[config.mk]
export PLATFORM = sky130hd
export DESIGN_NAME = sts_front
export DESIGN_NICKNAME = d
export VERILOG_FILES = /design/src/sv/sts_pkg.sv /design/src/sv/sts_front.sv
export SDC_FILE = /design/constraint.sdc
export NUM_CORES = 2
export LEC_CHECK = 0
export BUFFER_PORTS_ARGS = -buffer_cell sky130_fd_sc_hd__buf_2
export CAP_MARGIN = 20
export CORE_ASPECT_RATIO = 2
export CORE_MARGIN = 1
export CORE_UTILIZATION = 40
export DETAILED_ROUTE_END_ITERATION = 12
export PLACE_DENSITY_LB_ADDON = 0.05
export REMOVE_ABC_BUFFERS = 1
export SETUP_SLACK_MARGIN = 0.3
export SLEW_MARGIN = 20
export SYNTH_ARGS = -nofsm -noshare
export SYNTH_HDL_FRONTEND = slang
export SYNTH_SLANG_ARGS = --single-unit
[constraint.sdc]
create_clock -name clock -period 17.4 [get_ports clock]
set_input_delay 1.74 -clock clock [delete_from_list [all_inputs] [get_ports clock]]
set_output_delay 1.74 -clock clock [all_outputs]
set_load 0.02 [all_outputs]
[src/sv/sts_pkg.sv]
// shared types, constants and the saturating add for the taylor-series sine block
// no dependencies
package sts_pkg;

   localparam int AngleW    = 32;
   localparam int CountW    = 5;
   localparam int TargetW   = 6;
   localparam int ThreshW   = 29;
   localparam int RecipW    = 30;
   localparam int CsrIndexW = 2;
   localparam int MaxTerms  = 16;

   localparam logic [CountW-1:0]  TermCountReset = CountW'(10);
   localparam logic [ThreshW-1:0] ThresholdReset = ThreshW'(26844);

   typedef enum logic [CsrIndexW-1:0] {
      CSR_STOP_MODE = 2'd0,
      CSR_TERM_COUNT = 2'd1,
      CSR_THRESHOLD = 2'd2
   } csr_index_type;

   typedef struct packed {
      logic               stop_mode;
      logic [TargetW-1:0] target;
      logic [ThreshW-1:0] threshold;
   } cfg_type;

   typedef struct packed {
      logic                     valid;
      logic                     done;
      logic                     pending;
      logic                     neg;
      logic [AngleW-1:0]        mag;
      logic signed [AngleW-1:0] sum;
      logic [AngleW-1:0]        sq;
      logic [CountW-1:0]        n;
   } cell_data_type;

   function automatic logic signed [AngleW-1:0] sat_add(
      input logic signed [AngleW-1:0] sum,
      input logic [AngleW-1:0]        mag,
      input logic                     neg
   );
      logic signed [AngleW+1:0] term;
      logic signed [AngleW+1:0] wide;
      term = signed'({2'b00, mag});
      if (neg) begin
         term = -term;
      end
      wide = signed'({{2{sum[AngleW-1]}}, sum}) + term;
      if (wide > 34'sd2147483647) begin
         sat_add = 32'sh7FFFFFFF;
      end else if (wide < -34'sd2147483648) begin
         sat_add = 32'sh80000000;
      end else begin
         sat_add = signed'(wide[AngleW-1:0]);
      end
   endfunction

endpackage

[src/sv/sts_front.sv]
// front stage: angle magnitude and rounded square for the term chain
// depends on sts_pkg
module sts_front (
   input  logic                          clock,
   input  logic                          reset,
   input  logic                          advance,
   input  logic                          in_valid,
   input  logic signed [sts_pkg::AngleW-1:0] angle,
   output sts_pkg::cell_data_type        data_out
);

   logic                              valid1_ff;
   logic signed [sts_pkg::AngleW-1:0] x1_ff;
   logic [sts_pkg::AngleW-1:0]        mag1_ff;
   logic                              neg1_ff;
   logic [2*sts_pkg::AngleW-1:0]      prod1_ff;

   logic [sts_pkg::AngleW-1:0]        mag1_in;
   logic [2*sts_pkg::AngleW-1:0]      prod1_in;
   logic [2*sts_pkg::AngleW-1:0]      rnd;
   sts_pkg::cell_data_type            data_in;
   sts_pkg::cell_data_type            data_ff;

   always_comb begin
      mag1_in  = angle[sts_pkg::AngleW-1] ? sts_pkg::AngleW'(-angle) : unsigned'(angle);
      prod1_in = 64'(mag1_in) * 64'(mag1_in);
   end

   always_ff @(posedge clock) begin
      if (reset) begin
         valid1_ff <= 1'b0;
      end else if (advance) begin
         valid1_ff <= in_valid;
      end
   end

   always_ff @(posedge clock) begin
      if (advance) begin
         x1_ff    <= angle;
         mag1_ff  <= mag1_in;
         neg1_ff  <= angle[sts_pkg::AngleW-1];
         prod1_ff <= prod1_in;
      end
   end

   // x*x rounded to q6.26, saturated
   always_comb begin
      rnd = (prod1_ff + 64'h20000000) >> 30;
      data_in.valid   = valid1_ff;
      data_in.done    = 1'b0;
      data_in.pending = 1'b0;
      data_in.neg     = neg1_ff;
      data_in.mag     = mag1_ff;
      data_in.sum     = x1_ff;
      data_in.n       = '0;
      data_in.sq      = (rnd > 64'hFFFFFFFF) ? 32'hFFFFFFFF : rnd[sts_pkg::AngleW-1:0];
   end

   always_ff @(posedge clock) begin
      if (reset) begin
         data_ff.valid <= 1'b0;
      end else if (advance) begin
         data_ff <= data_in;
      end
   end

   assign data_out = data_ff;

endmodule

; ---- Word level (Yosys, flattened, before mapping)
; Cells that the tools add are included.
; W data, S select, Z words.
[classes]
n_mul = 1
n_bitwise = 1
n_mux = 1
add_sub_neg = 2
n_lt_le_gt_ge = 1
n_reduce_logical = 1
[op_table]
columns = cell, count
row1 = $add A64 B30 Y64 const B, 1
row2 = $mul A32 B32 Y64, 1
row3 = $gt A34 B32 Y1 const B, 1
row4 = $mux W32, 1
row5 = $neg A32 Y32, 1
row6 = $reduce_and A2 Y1, 1
row7 = $not A1 Y1, 1
[word_totals]
regBits = 228
elab_cells = 17
inputBits = 36
out_inout_bits = 105

; ---- Logic depth before layout (Yosys ltp)
[depth]
ltp_word = 3
mapped_depth = 37
mapped_depth_nobuf = 34

; ---- Least setup slack after synthesis
; OpenSTA, ideal clock, no wires.
[synth_timing]
path_type = input-to-reg
from = input port angle[0] (netlist name)
to = register prod1_ff[62] (netlist name) (data pin)
required_ns = 17.136
t_arrival_ns = 10.925
setup_ns = 0.264
setup_slack_ns = 6.211
cell_stages = 33
cell_sequence = inv_1 -> clkbuf_1 -> clkbuf_1 -> ha_1 -> nand2_1 -> or4_4 -> or2_1 -> o41ai_1 -> xor2_1 -> buf_2 -> nor2_1 -> fa_1 -> inv_1 -> fa_1 -> inv_1 -> fa_1 -> fa_1 -> fa_1 -> fa_1 -> fa_1 -> inv_1 -> fa_1 -> inv_1 -> ha_1 -> a21o_1 -> a21oi_1 -> o21bai_1 -> or4b_2 -> a211oi_1 -> or2_2 -> o21ai_1 -> a221oi_1 -> xnor2_1
[synth_via]
elab_chain_cells = 3
[synth_rtl]
columns = element, line_no
row1 = from (decl), sts_front.sv:8  ; input logic signed [sts_pkg::AngleW-1:0] angle,
row2 = $neg A32 Y32, sts_front.sv:25  ; mag1_in = angle[sts_pkg::AngleW-1] ? sts_pkg::AngleW'(-angle) : unsigned'(angle);
row3 = $mux W32 *, sts_front.sv:25
row4 = $mul A32 B32 Y64 *, sts_front.sv:26  ; prod1_in = 64'(mag1_in) * 64'(mag1_in);
row5 = named net prod1_in (one bit), sts_front.sv:19  ; logic [2*sts_pkg::AngleW-1:0] prod1_in;
row6 = to (signal assigned), sts_front.sv:42  ; prod1_ff <= prod1_in;
row7 = to (decl), sts_front.sv:16  ; logic [2*sts_pkg::AngleW-1:0] prod1_ff;
; The timed path passes the listed nets; every way through them passes the cells marked *.
; A chain may end at the register's enable or synchronous reset.

; ---- Final worst setup path
[layout_timing]
from = input port angle[17] (netlist name)
to = register prod1_ff[62] (netlist name) (data pin)
; Same word-level chain as after synthesis.

==> metrics.txt <==
diode count=0; Slew Limit Fails=0; initial antenna violation count=1; routability cong.=0.970; first-pass GRT wire length=175,000 um; share of the synthesized area in the top cell type=between 40 and 50%; Vias=24,400; clk_lat worst skew=0.52 ns; Yosys warning count=0; Setup crit end kind=flip-flop; post-route minimum period=12.07 ns; dominant synthesized flop cell=edfxtp_1; Tcrit/Tclk final=69.4%; vias in the first global route=28,500; CP Launch Type=primary input; post-CTS sizing=0; CTS tree=built; area grow syn2layout=8.58%; Total Routing Usage GR=27.8%; die height=422 um; grt total ovfl=0; CP peak stage delay=0.69 ns; Final Hold Viols=0; status=finished, final reports clean; EDFF count, synth=between 150 and 200; CORE AREA=87,100 um^2; die area=89,400 um^2; area leader, netlist=fa_1; H-tree depth=4; via/cell ratio=5.10; Die Wd=212 um; clock sink count=195; Mapped Avg Cell Area=10.2 um^2; wire length per cell after detailed routing=24.6 um; slowest cell on the critical path=or4b_2; DRT antenna net count=0; Worst EP required=17.67 ns; Synth Register Bits=195; sequential share of the synthesized area=approximately 17%; FFs w/ async S/R, synth=0%; top cells by area, synth=fa_1, edfxtp_1, inv_1; hold buffer count at cts=0; Clock Tree Buf Depth=2; initial DRC count=1,105; most used cell, CP=fa_1; Root Driver=clkbuf_16; HP Class=reg -> reg; # rows=153; Max Cap Violations=0; Netlist cell types=70; maximum fanout along the worst path=15; share of post-route cells with drive strength above 1=7.40%; Slew @ Worst Pin=about 1.1 ns; number of top-level pins=141; clk slew on worst S/H paths=~0.09 ns; Max-slew headroom=28.3%; final setup skew=0.0161 ns; setup TNS=0 ns; Initial Util=40.5%; routed wire length=118,000 um; post-CTS setup buffer count=0; PortBufs=133; worst path arrival time=12.35 ns; post-detail-place hpwl=97,400 um; Synth Cell Area=about 35,000 um^2; f_max=82.8 MHz; post-synthesis cell count=3,471; Num CTS Buffers=17; DRC=0; Setup violations, final=0; first-pass iteration count of the detailed router=5; Setup CP Type=in -> reg; RSZ-0062 raised after global routing=false; pin count of the biggest net entering global routing=63; Nets=4,719
Yosys cell counts (5+ instances only):
cell type,number
inv_1,964
fa_1,794
nand2_1,329
nor2_1,289
ha_1,281
edfxtp_1,193
clkbuf_1,78
a21oi_1,70
xnor2_1,66
xor2_1,60
a21o_1,43
o21ai_0,39
nand3_1,31
and3_1,17
buf_2,14
nor2b_1,13
clkinv_1,10
nand4_1,10
o21bai_1,10
a31oi_1,9
buf_4,9
nor3_1,9
or2_2,8
o211ai_1,7
o31ai_1,7
a211oi_1,6
and2_1,6
o21a_1,6
a211o_1,5
inv_2,5
or3_1,5
flip-flops by register name, indices dropped and copies added (netlist names):
signal	flops
mag1_ff	31
prod1_ff	35
x1_ff	32
valid1_ff	1
data_out	96
worst paths after layout:
check | start | endpoint | slack [ns] | cells after the start
max | angle[17] | prod1_ff[62]$_DFFE_PP_ | 5.33 | 33
min | x1_ff[8]$_DFFE_PP_ | data_out[45]$_DFFE_PP_ | 0.42 | 0
max reg2reg | prod1_ff[31]$_DFFE_PP_ | data_out[17]$_SDFFCE_PN1P_ | 14.43 | 10
min reg2reg | x1_ff[8]$_DFFE_PP_ | data_out[45]$_DFFE_PP_ | 0.42 | 0
per-stage QoR:
step / utilization [%] / setup slack, ns / area, um^2 / hold slack, ns / instances
after CTS: 43.9 / 5.39 / 38200 / 0.423 / 4782
final: 43.9 / 5.33 / 38300 / 0.419 / 4783
after global routing: 43.9 / 5.04 / 38300 / 0.420 / 4783
after detailed placement: 43.1 / 4.83 / 37600 / 0.405 / 4750
after floorplan: - / 5.83 / 34900 / 0.400 / 3395
after global placement: 43.1 / 4.98 / 37600 / 0.401 / 4750
area by class of cell:
class	instances	area [um^2]
Clock buffer	17	425
Clock inverter	15	241
Fill cell	8529	48800
Inverter	979	3670
Multi-Input combinational cell	2221	25500
Sequential cell	195	5840
Tap cell	1162	1450
Timing Repair Buffer	194	1140
metal layers:
layer	vias to the layer above	GRT usage [%]	wire, um	share of wire [%]
met4	0	22.9	11700	9.9
met5	-	0	0	0
met3	328	2.75	3760	3.2
met1	12900	24.7	34000	29
li1	10500	-	-	-
met2	677	54.5	68100	58
kinds of logic after synthesis:
logic type / Yosys count / synth area share (%)
and+or+nand+nor: 746 / 8.90
AOI/OAI and AO/OA: 236 / 4.35
other: 2 / 0.0213
muxes: 4 / 0.117
buffers and inverters: 1085 / 11.7
DFF: 195 / 16.6
adders and majority gates: 1075 / 55.1
xor gates and xnor gates: 128 / 3.26
critical path, delay by kind of cell:
kind	cells	cell delay, ns
adders and majority gates	9	4.35
and+or+nand+nor	7	2.85
xor gates and xnor gates	2	0.23
AOI/OAI and AO/OA	7	1.65
buffers and inverters	8	1.47
layout by cell type, fill, tap and decap left out, types with 5 or more instances in the layout:
cell type  instances
nor2b_1           12
o21a_1             6
inv_1            964
clkbuf_16         17
o211ai_1           7
nand3_1           31
a211oi_1           6
edfxtp_1         193
fa_1             794
xnor2_1           60
conb_1            32
o21ai_0           38
o21bai_1          10
nand2_1          329
a211o_1            5
nor2_1           289
nor3_1             9
and2_1             6
o31ai_1            7
a31oi_1            9
nand4_1           10
ha_1             281
buf_4             61
clkinv_1          10
and3_1            17
xnor2_2            7
buf_2            132
inv_2              5
or3_1              5
xor2_1            53
a21oi_1           70
a21o_1            43
xor2_2             7
or2_2              8
Power is not shown: default switching activity piles up to over one toggle a cycle in this logic, so the estimate is an artifact.
