## config.mk

```make
export PLATFORM = sky130hd
export DESIGN_NAME = sts_term_cell
export DESIGN_NICKNAME = d
export VERILOG_FILES = /design/src/sv/sts_pkg.sv /design/src/sv/sts_term_cell.sv
export SDC_FILE = /design/constraint.sdc
export NUM_CORES = 2
export LEC_CHECK = 0
export ABC_AREA = 1
export BUFFER_PORTS_ARGS = -buffer_cell sky130_fd_sc_hd__buf_2
export CAP_MARGIN = 20
export CORE_MARGIN = 2
export CORE_UTILIZATION = 30
export DETAILED_ROUTE_END_ITERATION = 8
export GPL_ROUTABILITY_DRIVEN = 0
export PLACE_DENSITY_LB_ADDON = 0.25
export SETUP_SLACK_MARGIN = 0.02
export SYNTH_ARGS = -nofsm -noshare
export SYNTH_HDL_FRONTEND = slang
export SYNTH_SLANG_ARGS = --single-unit
```

## constraint.sdc

```tcl
create_clock -name clock -period 50.7 [get_ports clock]
set_input_delay 7.605 -clock clock [delete_from_list [all_inputs] [get_ports clock]]
set_output_delay 7.605 -clock clock [all_outputs]
set_load 0.01 [all_outputs]
```

## src/sv/sts_pkg.sv

```systemverilog
// shared types, constants and the saturating add for the taylor-series sine block
// no dependencies
package sts_pkg;

   localparam int AngleW    = 32;
   localparam int CountW    = 5;
   localparam int TargetW   = 6;
   localparam int ThreshW   = 29;
   localparam int RecipW    = 30;
   localparam int CsrIndexW = 2;
   localparam int MaxTerms  = 16;

   localparam logic [CountW-1:0]  TermCountReset = CountW'(10);
   localparam logic [ThreshW-1:0] ThresholdReset = ThreshW'(26844);

   typedef enum logic [CsrIndexW-1:0] {
      CSR_STOP_MODE = 2'd0,
      CSR_TERM_COUNT = 2'd1,
      CSR_THRESHOLD = 2'd2
   } csr_index_type;

   typedef struct packed {
      logic               stop_mode;
      logic [TargetW-1:0] target;
      logic [ThreshW-1:0] threshold;
   } cfg_type;

   typedef struct packed {
      logic                     valid;
      logic                     done;
      logic                     pending;
      logic                     neg;
      logic [AngleW-1:0]        mag;
      logic signed [AngleW-1:0] sum;
      logic [AngleW-1:0]        sq;
      logic [CountW-1:0]        n;
   } cell_data_type;

   function automatic logic signed [AngleW-1:0] sat_add(
      input logic signed [AngleW-1:0] sum,
      input logic [AngleW-1:0]        mag,
      input logic                     neg
   );
      logic signed [AngleW+1:0] term;
      logic signed [AngleW+1:0] wide;
      term = signed'({2'b00, mag});
      if (neg) begin
         term = -term;
      end
      wide = signed'({{2{sum[AngleW-1]}}, sum}) + term;
      if (wide > 34'sd2147483647) begin
         sat_add = 32'sh7FFFFFFF;
      end else if (wide < -34'sd2147483648) begin
         sat_add = 32'sh80000000;
      end else begin
         sat_add = signed'(wide[AngleW-1:0]);
      end
   endfunction

endpackage

```

## src/sv/sts_term_cell.sv

```systemverilog
// one series term cell: sum update, stop test, next-term magnitude in four stages
// depends on sts_pkg
module sts_term_cell #(
   parameter int CELL_INDEX = 1
) (
   input  logic                   clock,
   input  logic                   reset,
   input  logic                   advance,
   input  sts_pkg::cfg_type       cfg,
   input  sts_pkg::cell_data_type data_in,
   output sts_pkg::cell_data_type data_out
);

   localparam logic [63:0] Denom     = 64'(4 * CELL_INDEX * CELL_INDEX + 2 * CELL_INDEX);
   localparam logic [63:0] RecipFull = ((64'd1 << 32) + Denom / 2) / Denom;
   localparam logic [sts_pkg::RecipW-1:0] Recip = sts_pkg::RecipW'(RecipFull);

   sts_pkg::cell_data_type d1_in, d1_ff, d2_ff, d3_ff, out_in, out_ff;
   logic        stop;
   logic        act1_in, act1_ff, act2_ff, act3_ff;
   logic [63:0] prod1_in, prod1_ff;
   logic [36:0] rnd2_in, rnd2_ff;
   logic [62:0] lo3_in, lo3_ff;
   logic [34:0] hi3_in, hi3_ff;
   logic [35:0] res;
   logic [62:0] lo_rnd;

   // stage 1: add pending term, stop test, mag * x^2
   always_comb begin
      stop = cfg.stop_mode ? (data_in.mag < 32'(cfg.threshold))
                           : (6'(data_in.n) >= cfg.target);
      act1_in = data_in.valid && !data_in.done && !stop;
      d1_in = data_in;
      d1_in.done = data_in.done || stop;
      d1_in.pending = 1'b0;
      if (data_in.pending) begin
         d1_in.sum = sts_pkg::sat_add(data_in.sum, data_in.mag, data_in.neg);
      end
      prod1_in = 64'(data_in.mag) * 64'(data_in.sq);
   end

   // stage 2: round product to q28
   assign rnd2_in = 37'((prod1_ff + 64'h2000000) >> 26);

   // stage 3: times reciprocal, split high and low
   always_comb begin
      lo3_in = 63'(rnd2_ff[31:0]) * 63'(Recip);
      hi3_in = 35'(rnd2_ff[36:32]) * 35'(Recip);
   end

   // stage 4: recombine, round, saturate, flip sign
   always_comb begin
      lo_rnd = (lo3_ff + 63'h80000000) >> 32;
      res    = 36'(hi3_ff) + 36'(lo_rnd);
      out_in = d3_ff;
      if (act3_ff) begin
         out_in.mag     = (res > 36'h7FFFFFFF) ? 32'h7FFFFFFF : res[31:0];
         out_in.neg     = !d3_ff.neg;
         out_in.n       = d3_ff.n + 5'd1;
         out_in.pending = 1'b1;
      end
   end

   always_ff @(posedge clock) begin
      if (reset) begin
         d1_ff.valid  <= 1'b0;
         d2_ff.valid  <= 1'b0;
         d3_ff.valid  <= 1'b0;
         out_ff.valid <= 1'b0;
      end else if (advance) begin
         d1_ff  <= d1_in;
         d2_ff  <= d1_ff;
         d3_ff  <= d2_ff;
         out_ff <= out_in;
      end
   end

   always_ff @(posedge clock) begin
      if (advance) begin
         act1_ff  <= act1_in;
         act2_ff  <= act1_ff;
         act3_ff  <= act2_ff;
         prod1_ff <= prod1_in;
         rnd2_ff  <= rnd2_in;
         lo3_ff   <= lo3_in;
         hi3_ff   <= hi3_in;
      end
   end

   assign data_out = out_ff;

   assert property (@(posedge clock) disable iff (reset)
      out_ff.valid && out_ff.pending |-> out_ff.n == 5'(CELL_INDEX))
      else $error("term cell count mismatch on new term");

   assert property (@(posedge clock) disable iff (reset)
      out_ff.valid && !out_ff.done |-> out_ff.pending)
      else $error("running item left cell without a term");

   assert property (@(posedge clock) disable iff (reset)
      out_ff.valid && out_ff.pending |-> out_ff.mag <= 32'h7FFFFFFF)
      else $error("term magnitude not saturated");

endmodule

```

After elaboration in Yosys (flattened, before gate mapping)
Index checks and enable logic that the tools add are counted.
W data, S select, Z words.
- memories kept: 0
- word-level logic and storage cells: 67
- memory bits (read-only): 0
- bits in writable memories: 0
- input port bits: 144
- output and inout port bits: 105
- latch bits: 0
- register bits: 617
- $lt $le $gt $ge: 5
- mux-type cells: 9
- shift operators: 0
- bitwise operators: 1
- $add $sub $neg: 6
- multiply operators: 3
- eq/ne operators: 0
- div/mod/pow operators: 0
- reduce and logical (&&, ||, !) cells: 7
- operators by type and width (cell ; count):
    $mux W32 ; 4
    $mux W34 ; 2
    $add A62 B32 Y63 const B ; 1
    $add A63 B26 Y63 const B ; 1
    $mul A32 B32 Y63 ; 1
    $mul A32 B30 Y62 const B ; 1
    $add A35 B31 Y36 ; 1
    $gt A36 B31 Y1 const B ; 1
    $mul A5 B30 Y35 const B ; 1
    $add A32 B34 Y34 ; 1
    $gt A34 B32 Y1 const B ; 1
    $lt A34 B32 Y1 const B ; 1
    $neg A32 Y34 ; 1
    $mux W33 ; 1
    $lt A32 B29 Y1 ; 1
    $ge A5 B6 Y1 ; 1
    $add A5 B1 Y5 const B ; 1
    $mux W5 ; 1
    $logic_not A1 Y1 ; 3
    $logic_and A1 B1 Y1 ; 2
    $reduce_and A2 Y1 ; 1
    $logic_or A1 B1 Y1 ; 1
    $mux W1 ; 1
    $not A1 Y1 ; 1

Depth between registers and ports, before layout
- depth after elaboration: 8
- gate-level depth with buffers: 33
- depth with buffers taken out: 31

Worst setup path before layout
Ideal clock, no wire load.
- path kind: in2reg
- start point: input port advance
- end point: register d1_ff[0] in the netlist's numbering, enable pin
- setup slack: 24.740 ns
- setup time: 1.196 ns
- stages: 2
- arrival: 24.764 ns
- path buffers: 0
- path through: inv_1 nor2_1
- word-level cells in the longest chain between the ends: 1
- RTL lines (what ; line ; RTL):
    start: declaration ; sts_term_cell.sv:8 ; input logic advance,
    $reduce_and A2 Y1 (no source line) ; n/a ;
    end signal: assignment ; sts_term_cell.sv:71 ; d1_ff <= d1_in;
    end: declaration ; sts_term_cell.sv:18 ; sts_pkg::cell_data_type d1_in, d1_ff, d2_ff, d3_ff, out_in, out_ff;
No other way between the ends.
A chain may end at the register's enable or synchronous reset.

Worst setup path in the final report
- start point: input port data_in[92] in the netlist's numbering
- end point: register prod1_ff[47], data pin
- word-level cells in the longest chain between the ends: 1
- RTL lines (what ; line ; RTL):
    start: declaration ; sts_term_cell.sv:10 ; input sts_pkg::cell_data_type data_in,
    $mul A32 B32 Y63 ; sts_term_cell.sv:39 ; prod1_in = 64'(data_in.mag) * 64'(data_in.sq);
    net prod1_in[47] ; sts_term_cell.sv:21 ; logic [63:0] prod1_in, prod1_ff;
    end signal: assignment ; sts_term_cell.sv:83 ; prod1_ff <= prod1_in;
    end: declaration ; sts_term_cell.sv:21 ;
The timed path passes the listed nets, and every way through them passes these cells.

==> flow_results.xml <==
<?xml version="1.0" encoding="UTF-8"?>
<metrics>
  <group name="die">
    <metric name="die_area" unit="um^2">264600</metric>
    <metric name="die_y" unit="um">514.4</metric>
    <metric name="initial_utilization" unit="%">30.15</metric>
    <metric name="rows" unit="">187</metric>
    <metric name="die_width" unit="um">514.4</metric>
    <metric name="coreArea" unit="um^2">259200</metric>
    <metric name="ios" unit="">249</metric>
  </group>
  <group name="yosys">
    <metric name="ys_seq_elements" unit="">558</metric>
    <metric name="yosys-top-cells-count" unit="">2544 x sky130_fd_sc_hd__inv_1, 1922 x sky130_fd_sc_hd__nand2_1, 1262 x sky130_fd_sc_hd__fa_1</metric>
    <metric name="yosys.cell_count.top_type" unit="">sky130_fd_sc_hd__inv_1</metric>
    <metric name="synthesis.yosys.warnings" unit="">0</metric>
    <metric name="synthTopCellsByArea" unit="">sky130_fd_sc_hd__fa_1 32%, sky130_fd_sc_hd__edfxtp_1 21%, sky130_fd_sc_hd__inv_1 12%</metric>
    <metric name="mappedNetlistArea" unit="um^2">78150</metric>
    <metric name="synth_enable_flop_cells" unit="">554</metric>
    <metric name="netlist_instances" unit="">8931</metric>
    <metric name="post_synth_xor_area_fraction" unit="%">2.320</metric>
    <metric name="asyncSetResetFlopFracSynth" unit="%">0</metric>
    <metric name="synth-main-ff-cell" unit="">sky130_fd_sc_hd__edfxtp_1</metric>
    <metric name="post_synth_num_cell_types" unit="">53</metric>
    <metric name="post_synth_fa_ha_maj_area_fraction" unit="%">44.05</metric>
    <metric name="synth-simple-area-share" unit="%">14.26</metric>
    <metric name="combinational_family_with_the_most_area_after_synthesis" unit="">adder cells</metric>
    <metric name="synth.top_cell.area_share" unit="%">32.33</metric>
    <metric name="synth.mux.area_fraction" unit="%">0</metric>
    <metric name="syn-num-nets" unit="">11069</metric>
    <metric name="cell_type_with_the_highest_aggregate_area_in_the_netlist" unit="">sky130_fd_sc_hd__fa_1</metric>
    <metric name="synth-compound-area-share" unit="%">4.396</metric>
    <metric name="avgSynthCellArea" unit="um^2">8.751</metric>
    <metric name="yosysSeqAreaShare" unit="%">21.39</metric>
  </group>
  <group name="timing">
    <metric name="timing.final.hold_violations" unit="">0</metric>
    <metric name="fin_crit_sh" unit="%">29.73</metric>
    <metric name="timing.max_slew.rel_slack" unit="%">23.37</metric>
    <metric name="slew_violations" unit="">0</metric>
    <metric name="worstMarginPinSlew" unit="ns">1.149</metric>
    <metric name="max_clock_freq" unit="GHz">0.06634</metric>
    <metric name="setup_repair_after_global_routing_missed_its_margin" unit="">no</metric>
    <metric name="finClkSkew" unit="ns">0.03511</metric>
    <metric name="finalSetupTns" unit="ns">0</metric>
    <metric name="period_needed" unit="ns">15.07</metric>
    <metric name="worst_hold_margin" unit="ns">0.3900</metric>
    <metric name="setup_viol" unit="">0</metric>
  </group>
  <group name="status">
    <metric name="run_status" unit="">complete, no violations</metric>
  </group>
  <group name="clocking">
    <metric name="cts_setup_buffers" unit="">0</metric>
    <metric name="max-clock-path-buffers" unit="">3</metric>
    <metric name="cts_resized" unit="">0</metric>
    <metric name="htree_levels" unit="">3</metric>
    <metric name="cts_root_buf" unit="">sky130_fd_sc_hd__clkbuf_16</metric>
    <metric name="clkLatencyLatePin" unit="ns">0.71</metric>
    <metric name="numCtsBuffers" unit="">68</metric>
    <metric name="tritoncts" unit="">done</metric>
    <metric name="clkSinkCount" unit="">558</metric>
    <metric name="reg_clk_slew_reported_paths" unit="ns">0.07</metric>
    <metric name="postCtsHoldBufs" unit="">0</metric>
  </group>
  <group name="setup_path">
    <metric name="crit_cells" unit="">25</metric>
    <metric name="reg2reg_launch_point" unit="">rnd2_ff[0]</metric>
    <metric name="worst-endpoint-required" unit="ns">51.11</metric>
    <metric name="worstSetupStartpoint" unit="">data_in[92]</metric>
    <metric name="critical_path_launch_point_type" unit="">input pin</metric>
    <metric name="critPathTopFamily" unit="">adder cells</metric>
    <metric name="worst-path-buf-inv" unit="">6</metric>
    <metric name="timing.rr.end" unit="">lo3_ff[46]</metric>
    <metric name="r2r_cells" unit="">23</metric>
    <metric name="timing.setup.critical_path_class" unit="">input pin to register</metric>
    <metric name="worstPathArrival" unit="ns">15.48</metric>
    <metric name="setup.worst_path.end" unit="">prod1_ff[47]</metric>
    <metric name="critical-path-max-stage-delay" unit="ns">0.72</metric>
    <metric name="worst_path_most_repeated_cell" unit="">sky130_fd_sc_hd__fa_1</metric>
    <metric name="r2r_setup_slack" unit="ns">43.15</metric>
    <metric name="cpMaxStageDelayCell" unit="">sky130_fd_sc_hd__a21boi_0</metric>
    <metric name="crit_path_max_fanout" unit="">27</metric>
    <metric name="critPathCaptureType" unit="">register</metric>
  </group>
  <group name="place">
    <metric name="place_inst" unit="">12401</metric>
    <metric name="dp_hpwl" unit="um">198200</metric>
    <metric name="port_buffers" unit="">248</metric>
  </group>
  <group name="worst_hold_path">
    <metric name="hold_class" unit="">register to register</metric>
    <metric name="min-delay-start" unit="">d3_ff[53]</metric>
    <metric name="whs_path_depth" unit="">0</metric>
  </group>
  <group name="global_routing">
    <metric name="initial_antenna_violation_count" unit="">7</metric>
    <metric name="grt_overflow" unit="">0</metric>
    <metric name="grt_max_degree" unit="">71</metric>
    <metric name="grt_first_pass_wirelength" unit="um">383700</metric>
    <metric name="via_count_of_the_first_global_routing_pass" unit="">62073</metric>
    <metric name="grtUsageTotal" unit="%">19.17</metric>
  </group>
  <group name="route">
    <metric name="routedWlPerCell" unit="um">20.02</metric>
    <metric name="antenna_violating_nets_post_route" unit="">0</metric>
    <metric name="detailroute.via_count" unit="">58917</metric>
    <metric name="routed_wirelength" unit="um">250800</metric>
    <metric name="drt-initial-drc-count" unit="">4801</metric>
    <metric name="detail_route.first_pass.iterations" unit="">7</metric>
    <metric name="drc_errors" unit="">0</metric>
    <metric name="route.detailed.vias_per_inst" unit="">4.704</metric>
  </group>
  <group name="flow_run">
    <metric name="drv_cap" unit="">0</metric>
  </group>
  <group name="finish">
    <metric name="flow.area_growth_from_synthesis" unit="%">9.332</metric>
    <metric name="final-instance-count-excl-fill" unit="">12525</metric>
    <metric name="layout.core_utilization" unit="%">32.96</metric>
    <metric name="drive_gt1_share" unit="%">5.668</metric>
    <metric name="fillers" unit="">27143</metric>
    <metric name="finish.net_count" unit="">11207</metric>
  </group>
</metrics>
state kept, by name, indices dropped and copies added, names as in the netlist, 31 cells and up:
signal and count:
rnd2_ff 37, data_out 105, d2_ff 104, prod1_ff 38
lo3_ff 31, d3_ff 104, hi3_ff 32, d1_ff 104
cell type report:
type                    instances  area [um^2]  area share [%]
clock inverters                43        555.5          0.6502
inverters                    2550         9572           11.20
flip-flops and latches        558        16720           19.56
well taps                    3402         4257           4.982
diodes                          2        5.005        0.005857
repair buffers                318         1773           2.075
multi-input cells            5573        50830           59.48
clock buffers                  79         1743           2.040
through the flow:
stage               worst slack (ns)  area, um^2
floorplan                      24.74       78150
global placement               35.11       83140
detailed placement             35.09       83140
CTS                            35.84       85440
global route                   35.48       85440
finish                         35.63       85450
placed cells by master (no fill, tap or decap), drive strengths merged, types with 6 or more instances in the layout:
cell type  instances
edfxtp           554
or2               34
a21oi            312
o211ai             6
clkinv            26
a21boi            11
clkbuf            79
buf              318
o21a              19
a31oi             26
nand4             29
inv             2555
nor3              78
ha               732
bufinv             6
xor2             141
o21bai            38
clkinvlp           6
o21ai            153
nor2             464
fa              1262
a211oi             6
nor4              29
xnor2             66
nand3            189
nand2           1927
a21o              25
logic make-up (layout without fill, tap and decap cells):
logic type      count (synthesis)  count (layout)
compound gates                609             609
xor+xnor                      207             207
fa+ha+maj                    1994            1994
buf+inv                      2800            2990
flops                         558             558
other cells                     0               2
simple gates                 2763            2763
routing by layer:
layer / wire length (um) / track usage, % / vias to the layer above
met5: 0 / 0 / -
met4: 7131 / 4.986 / 0
met3: 18960 / 3.271 / 364
met2: 111100 / 29.89 / 2225
met1: 113600 / 27.39 / 29529
li1: - / - / 26799
worst min path at each step:
stage	slack, ns	end
floorplan	0.40	act2_ff
global placement	0.40	data_out[27]
detailed placement	0.40	act2_ff
CTS	0.38	data_out[53]
global route	0.39	d3_ff[33]
finish	0.39	data_out[53]
Power is left out: the tool's default activity adds up to more than one toggle a clock period on the data nets, which glitch-free logic cannot reach.
